--- config.mk ---
export PLATFORM = sky130hd
export DESIGN_NAME = m3i_queue
export DESIGN_NICKNAME = d
export VERILOG_FILES = /design/src/rtl/m3i_pkg.sv /design/src/rtl/m3i_queue.sv
export SDC_FILE = /design/constraint.sdc
export NUM_CORES = 1
export LEC_CHECK = 0
export BUFFER_PORTS_ARGS = -buffer_cell sky130_fd_sc_hd__clkbuf_2
export CORE_AREA = 2 2 479 481
export CTS_BUF_LIST = sky130_fd_sc_hd__clkbuf_4
export DETAILED_ROUTE_END_ITERATION = 6
export DIE_AREA = 0 0 481 483
export PLACE_DENSITY = 0.45
export RECOVER_POWER = 100
export SLEW_MARGIN = 30
export SYNTH_ARGS = -nofsm -noshare
export SYNTH_HDL_FRONTEND = slang
export SYNTH_SLANG_ARGS = --single-unit
export TNS_END_PERCENT = 5
--- constraint.sdc ---
create_clock -name clock -period 37.5 [get_ports clock]
set_input_delay 3.75 -clock clock [delete_from_list [all_inputs] [get_ports clock]]
set_output_delay 3.75 -clock clock [all_outputs]
set_load 0.03 [all_outputs]
--- src/rtl/m3i_pkg.sv ---
`timescale 1ns / 1ps

package m3i_pkg;

   // element and field widths
   localparam int IN_W      = 16;
   localparam int OUT_W     = 32;
   localparam int N_ELEM    = 9;
   localparam int PROD_W    = 2 * IN_W;          // one Q4.12 x Q4.12 product
   localparam int COF_W     = PROD_W + 1;        // difference of two products
   localparam int TRI_W     = IN_W + COF_W;      // element x cofactor
   localparam int DET_W     = TRI_W + 2;         // sum of three of them
   localparam int DEN_W     = 48;                // |det| stays below 2^48
   localparam int DV_W      = DEN_W + 1;         // 2 * |det|
   localparam int Q_SHIFT   = 28;                // Q8.24 / Q12.36 -> Q16.16
   localparam int NUM_W     = PROD_W + Q_SHIFT + 1; // 2 * |cof| * 2^28 + |det|
   localparam int QBITS     = OUT_W + 1;         // quotient bits kept
   localparam int CMP_W     = DV_W + QBITS;      // divisor at its widest shift

   localparam int QUEUE_DEPTH_DEF = 2;

   localparam logic [OUT_W-1:0] ONE_Q16  = OUT_W'(32'h0001_0000);
   localparam logic [OUT_W-1:0] MAX_POS  = OUT_W'(32'h7FFF_FFFF);
   localparam logic [OUT_W-1:0] MIN_NEG  = OUT_W'(32'h8000_0000);

   typedef struct packed {
      logic signed [IN_W-1:0] in_r0c0;
      logic signed [IN_W-1:0] in_r0c1;
      logic signed [IN_W-1:0] in_r0c2;
      logic signed [IN_W-1:0] in_r1c0;
      logic signed [IN_W-1:0] in_r1c1;
      logic signed [IN_W-1:0] in_r1c2;
      logic signed [IN_W-1:0] in_r2c0;
      logic signed [IN_W-1:0] in_r2c1;
      logic signed [IN_W-1:0] in_r2c2;
   } req_type;

   typedef struct packed {
      logic signed [OUT_W-1:0] inv_r0c0;
      logic signed [OUT_W-1:0] inv_r0c1;
      logic signed [OUT_W-1:0] inv_r0c2;
      logic signed [OUT_W-1:0] inv_r1c0;
      logic signed [OUT_W-1:0] inv_r1c1;
      logic signed [OUT_W-1:0] inv_r1c2;
      logic signed [OUT_W-1:0] inv_r2c0;
      logic signed [OUT_W-1:0] inv_r2c1;
      logic signed [OUT_W-1:0] inv_r2c2;
      logic                    singular;
      logic                    saturated;
   } rsp_type;

   // classified work item handed from the front to the divider
   typedef struct packed {
      logic [N_ELEM-1:0][NUM_W-1:0] num;
      logic [DV_W-1:0]              dv;
      logic [N_ELEM-1:0]            neg;
      logic [N_ELEM-1:0]            ovf;
      logic                         singular;
   } work_type;

   // one divider stage
   typedef struct packed {
      logic [N_ELEM-1:0][NUM_W-1:0] rem;
      logic [N_ELEM-1:0][QBITS-1:0] quo;
      logic [DV_W-1:0]              dv;
      logic [N_ELEM-1:0]            neg;
      logic [N_ELEM-1:0]            ovf;
      logic                         singular;
   } div_type;

   // handshake between two parts
   typedef struct packed {
      logic valid;
      logic ready;
   } hs_type;

endpackage

--- src/rtl/m3i_queue.sv ---
`timescale 1ns / 1ps

module m3i_queue import m3i_pkg::*; #(
   parameter int DEPTH = QUEUE_DEPTH_DEF
) (
   input  logic     clock,
   input  logic     reset,
   input  hs_type   push_hs,
   output logic     push_ready,
   input  work_type push_data,
   output logic     pop_valid,
   input  hs_type   pop_hs,
   output work_type pop_data
);

   localparam int PW = (DEPTH > 1) ? $clog2(DEPTH) : 1;
   localparam int CW = $clog2(DEPTH + 1);

   work_type        mem_ff [DEPTH];
   logic [PW-1:0]   wr_ptr_ff, rd_ptr_ff;
   logic [CW-1:0]   count_ff;
   logic            push, pop;

   assign push_ready = (count_ff != CW'(DEPTH));
   assign pop_valid  = (count_ff != '0);
   assign pop_data   = mem_ff[rd_ptr_ff];
   assign push       = push_hs.valid && push_ready;
   assign pop        = pop_valid && pop_hs.ready;

   always_ff @(posedge clock) begin
      if (reset) begin
         wr_ptr_ff <= '0;
         rd_ptr_ff <= '0;
         count_ff  <= '0;
      end else begin
         if (push) begin
            wr_ptr_ff <= (wr_ptr_ff == PW'(DEPTH-1)) ? '0 : wr_ptr_ff + 1'b1;
         end
         if (pop) begin
            rd_ptr_ff <= (rd_ptr_ff == PW'(DEPTH-1)) ? '0 : rd_ptr_ff + 1'b1;
         end
         if (push && !pop) begin
            count_ff <= count_ff + 1'b1;
         end else if (pop && !push) begin
            count_ff <= count_ff - 1'b1;
         end
      end
   end

   always_ff @(posedge clock) begin
      if (push) begin
         mem_ff[wr_ptr_ff] <= push_data;
      end
   end

endmodule

After elaboration in Yosys (flattened, before gate mapping) --
Memory sizes are Yosys's and may differ from the RTL's. A register that Yosys moved wholly into a read port is not among the register bits. Cells that the tools add are included.
Storage, ports and cells: register bits after elaboration 4, memory bits (writable) 1234, bits of input ports 623, output and inout port bits 619, word-level logic and storage cells 25, memories 1
Operators by class: add/subtract/negate cells 4, eq/ne operators 1, multiplexer cells 8, reductions and logical operators 8
Memory list:
- mem_ff | depth 2, bits a word 617, rd ports 1, clocked after memory_dff 1, write ports 1, line m3i_queue.sv:19 | work_type mem_ff [DEPTH];
Operator list (number):
- two-way mux 1 bit | 6
- logical AND 1 bit | 4
- two-way mux 2 bit | 2
- nonzero test 2 bit | 2
- adder 1 bit, second input constant | 2
- adder 2 x 1 -> 2 bit, second input constant | 1
- logical NOT 1 bit | 2
- inequality test 2 bit, second input constant | 1
- subtractor 2 x 1 -> 2 bit, second input constant | 1

Longest topological paths before layout --
depth in word-level cells 6, gate-level depth with buffers 6, depth with buffers taken out 6

Worst setup path before layout --
Ideal clock, no wire load.
path type input to register, start input push_hs[1] (netlist bit), end memory mem_ff[1][0] (netlist bit) (enable), library setup time 1069 ps, arrival time 17766 ps, required time 36431 ps, setup slack 18665 ps, stages on the path 1, path buffers 0, cell sequence and3_1
On the way: cells in the longest elaborated chain, start to end 3
RTL lines:
- start: declaration | line m3i_queue.sv:8 | input hs_type push_hs,
- logical AND 1 bit | line m3i_queue.sv:27 | assign push = push_hs.valid && push_ready;
- two-way mux 1 bit | line m3i_queue.sv:51 | if (push) begin
- two-way mux 1 bit (implied by the code) | line m3i_queue.sv:52 | mem_ff[wr_ptr_ff] <= push_data;
- end: declaration | line m3i_queue.sv:19
Every way passes these cells.

==> flow_summary.ini <==
[worst_setup_path]
reg2reg_depth = 6
rr_startpoint = count_ff[0]
endpoint_kind = output pin
start_kind = flip-flop
r2r_slack_ps = 20640
crit_path_max_incr_delay_ps = 5240
cp_top_family = buffers and inverters
required_ps = 33750
cp_common_cell = clkbuf_1
crit_chain = clkbuf_1 -> clkbuf_1 -> clkbuf_1 -> clkbuf_1 -> mux2_2 -> clkbuf_1
critPathKind = flip-flop to output pin
worstPathArrival_ps = 15730
worst-path-buf-inv = 5
cp_slowest_cell = clkbuf_1
cp_max_fo = 128
rr_endpoint = mem_ff[1][123]

[clock_network]
cts_setup_buffers = 0
cts_max_path_buffers = 4
cts.hold.buffers_added = 0
cts_resized = 0
cts_inserted_buffers = 352
path_clk_slew_ps = 70
cts-root-buf = clkbuf_4
cts.sinks = 1239
h-tree-depth = 5
clkLatencyLatePin_ps = 1230
cts_tree = done

[global_route]
antenna_found_initial = 74
grt_max_degree = 142
grt_pass1_wl_um = 194000
grt.total_usage_pct = 11.8
grt_pass1_vias = 26400
overflow = 0

[layout]
nets = 4119
stdcell_area_um2 = 57800
seqCellArea_um2 = 37200
fillers = 23900
multi_input_area_um2 = 7100
drive_gt1_share_pct = 36.3
area_delta_synth_final_pct = 28.0

[timing]
max_freq_mhz = 51.3
rsz0062_at_grt = false
timing.final.crit_share_pct = 51.9
setup-violations-final = 0
tns_ps = 0
period_needed_ps = 19480
relSlewSlack_pct = -465
clock_skew_ps = 121
drv_slew = 1908
finalHoldViolCount = 0
worst_pin_slew_ps = 8470

[synthesis]
synthCells = 1944
synth_cell_types = 19
ys_seq_elements = 1239
syn-cell-area_um2 = 45200
syn_nets = 2568
ys.warnings.count = 0
syn_area_per_cell_um2 = 23.2
yosysSeqAreaShare_pct = 82.3

[placement]
place.gp.congestion = 0.792
dpl-instance-area_um2 = 55000
hpwl_um = 105000
portBuffers = 1239

[detailed_routing]
wire_per_inst_um = 21.1
ant_nets = 0
drc = 0
vias = 25200
routed_wirelength_um = 143000
drt_iter0_markers = 1162
first_pass_iters = 5
via_per_inst = 3.71

[die]
fp-row-count = 175
die_x_um = 481
die_h_um = 483
start_util_pct = 19.9
num_io_pins = 1242
die-area_um2 = 232000
core_um2 = 227000

[min_path]
min_path_cells = 2
hp-start = rd_ptr_ff
hold_path.class = flip-flop to flip-flop
hold_path_end = rd_ptr_ff

[power_and_ir_drop]
leakage_nw = 19.2
p_per_area_nw_per_um2 = 74.5
peakVddDrop_uv = 34.5

[run]
maxCapViolations = 30

[status]
status = complete, but fails checks
violations = max-capacitance violations, max-slew violations
==> sequential cells by signal, indices dropped and copies added, names as in the netlist, named ones only <==
| register | flops |
|---|---|
| count_ff | 2 |
| wr_ptr_ff | 1 |
| rd_ptr_ff | 1 |
| mem_ff | 1234 |
==> cell usage after synthesis <==
| master | n | area (um^2) |
|---|---|---|
| a21bo_2 | 1 | 10.0 |
| a21oi_1 | 2 | 10.0 |
| and2_1 | 1 | 6.26 |
| and3_1 | 1 | 6.26 |
| buf_2 | 53 | 265 |
| buf_6 | 16 | 180 |
| dfxtp_1 | 5 | 100 |
| edfxtp_1 | 1234 | 37100 |
| ha_1 | 1 | 12.5 |
| inv_1 | 1 | 3.75 |
| mux2_2 | 487 | 5480 |
| mux2_4 | 130 | 1950 |
| nand2b_1 | 1 | 6.26 |
| nand3b_1 | 1 | 7.51 |
| nor2_1 | 3 | 11.3 |
| o21ai_0 | 2 | 10.0 |
| or2_2 | 1 | 6.26 |
| or3_1 | 1 | 6.26 |
| xor2_1 | 3 | 26.3 |
==> layout make-up <==
cell class | instances | area share [%]
Inverter | 1 | 0.00866
Clock buffer | 538 | 6.99
Tap cell | 3009 | 6.51
Clock inverter | 59 | 0.667
Antenna cell | 47 | 0.203
Sequential cell | 1239 | 64.3
Timing Repair Buffer | 1266 | 9.05
Multi-Input combinational cell | 635 | 12.3
==> per-layer routing <==
layer  part of all wire (%)  track usage, %  vias to the layer above
met5                   0.32           0.518                        -
met4                    3.9            5.18                       46
met3                     13            7.09                      356
met2                     48            19.6                     1265
met1                     35            11.7                    12300
li1                       -               -                    11200
==> cell families (layout without fill, tap and decap cells) <==
| family | after synthesis | count (layout) | synth area share (%) |
|---|---|---|---|
| muxes | 617 | 617 | 16.5 |
| xor gates and xnor gates | 3 | 3 | 0.0582 |
| other | 0 | 47 | 0 |
| adders and majority gates | 1 | 1 | 0.0277 |
| DFF | 1239 | 1239 | 82.3 |
| buffers and inverters | 70 | 1864 | 0.995 |
| and+or+nand+nor | 9 | 9 | 0.111 |
| AOI/OAI and AO/OA | 5 | 5 | 0.0665 |
==> cell usage in the layout (no fill, tap or decap), types with 7 or more instances in the layout <==
| cell | n |
|---|---|
| clkinv_1 | 38 |
| edfxtp_1 | 1234 |
| mux2_1 | 206 |
| clkbuf_4 | 538 |
| clkbuf_2 | 384 |
| clkinv_2 | 7 |
| clkbuf_1 | 878 |
| mux2_4 | 8 |
| mux2_2 | 403 |
| diode_2 | 47 |
==> per-stage QoR <==
stage                     worst slack [ps]  instances  total power [W]  hold slack, ps  util [%]
after floorplan                      18670       1944          0.00282             471         -
after global placement               29120       6149          0.00316             487      24.2
after detailed placement             29160       6150          0.00316             499      24.2
after CTS                            27740       6747          0.00444             516      26.2
after global routing                 16140       6770          0.00453             537      25.5
final                                18020       6794          0.00430             512      25.5
==> worst min-delay path: cells and delay by family, from the launching register on <==
kind,cells,cell delay [ps]
xor gates and xnor gates,1,80
DFF,1,320
and+or+nand+nor,1,80
==> power breakdown <==
part | switching [W] | internal, W | leakage, nW | total, W
registers | 0.0000374 | 0.00176 | 11.6 | 0.00180
logic | 0.000909 | 0.000354 | 5.02 | 0.00126
clock network | 0.000558 | 0.000681 | 2.65 | 0.00124
total | 0.00150 | 0.00280 | 19.2 | 0.00430
==> worst max-delay path by stage <==
stage                     startpoint            end  slack [ps]  depth (start not counted)
final                      flip-flop   pop_data[98]       18020                          6
after global routing       flip-flop   pop_data[98]       16140                          6
after CTS                  flip-flop  pop_data[597]       27740                          6
after detailed placement  push_hs[1]  mem_ff[1][93]       29160                          6
after global placement    push_hs[1]  mem_ff[1][93]       29120                          6
after floorplan           push_hs[1]   mem_ff[1][0]       18670                          1
No activity file was read; power rests on OpenSTA's default activity.
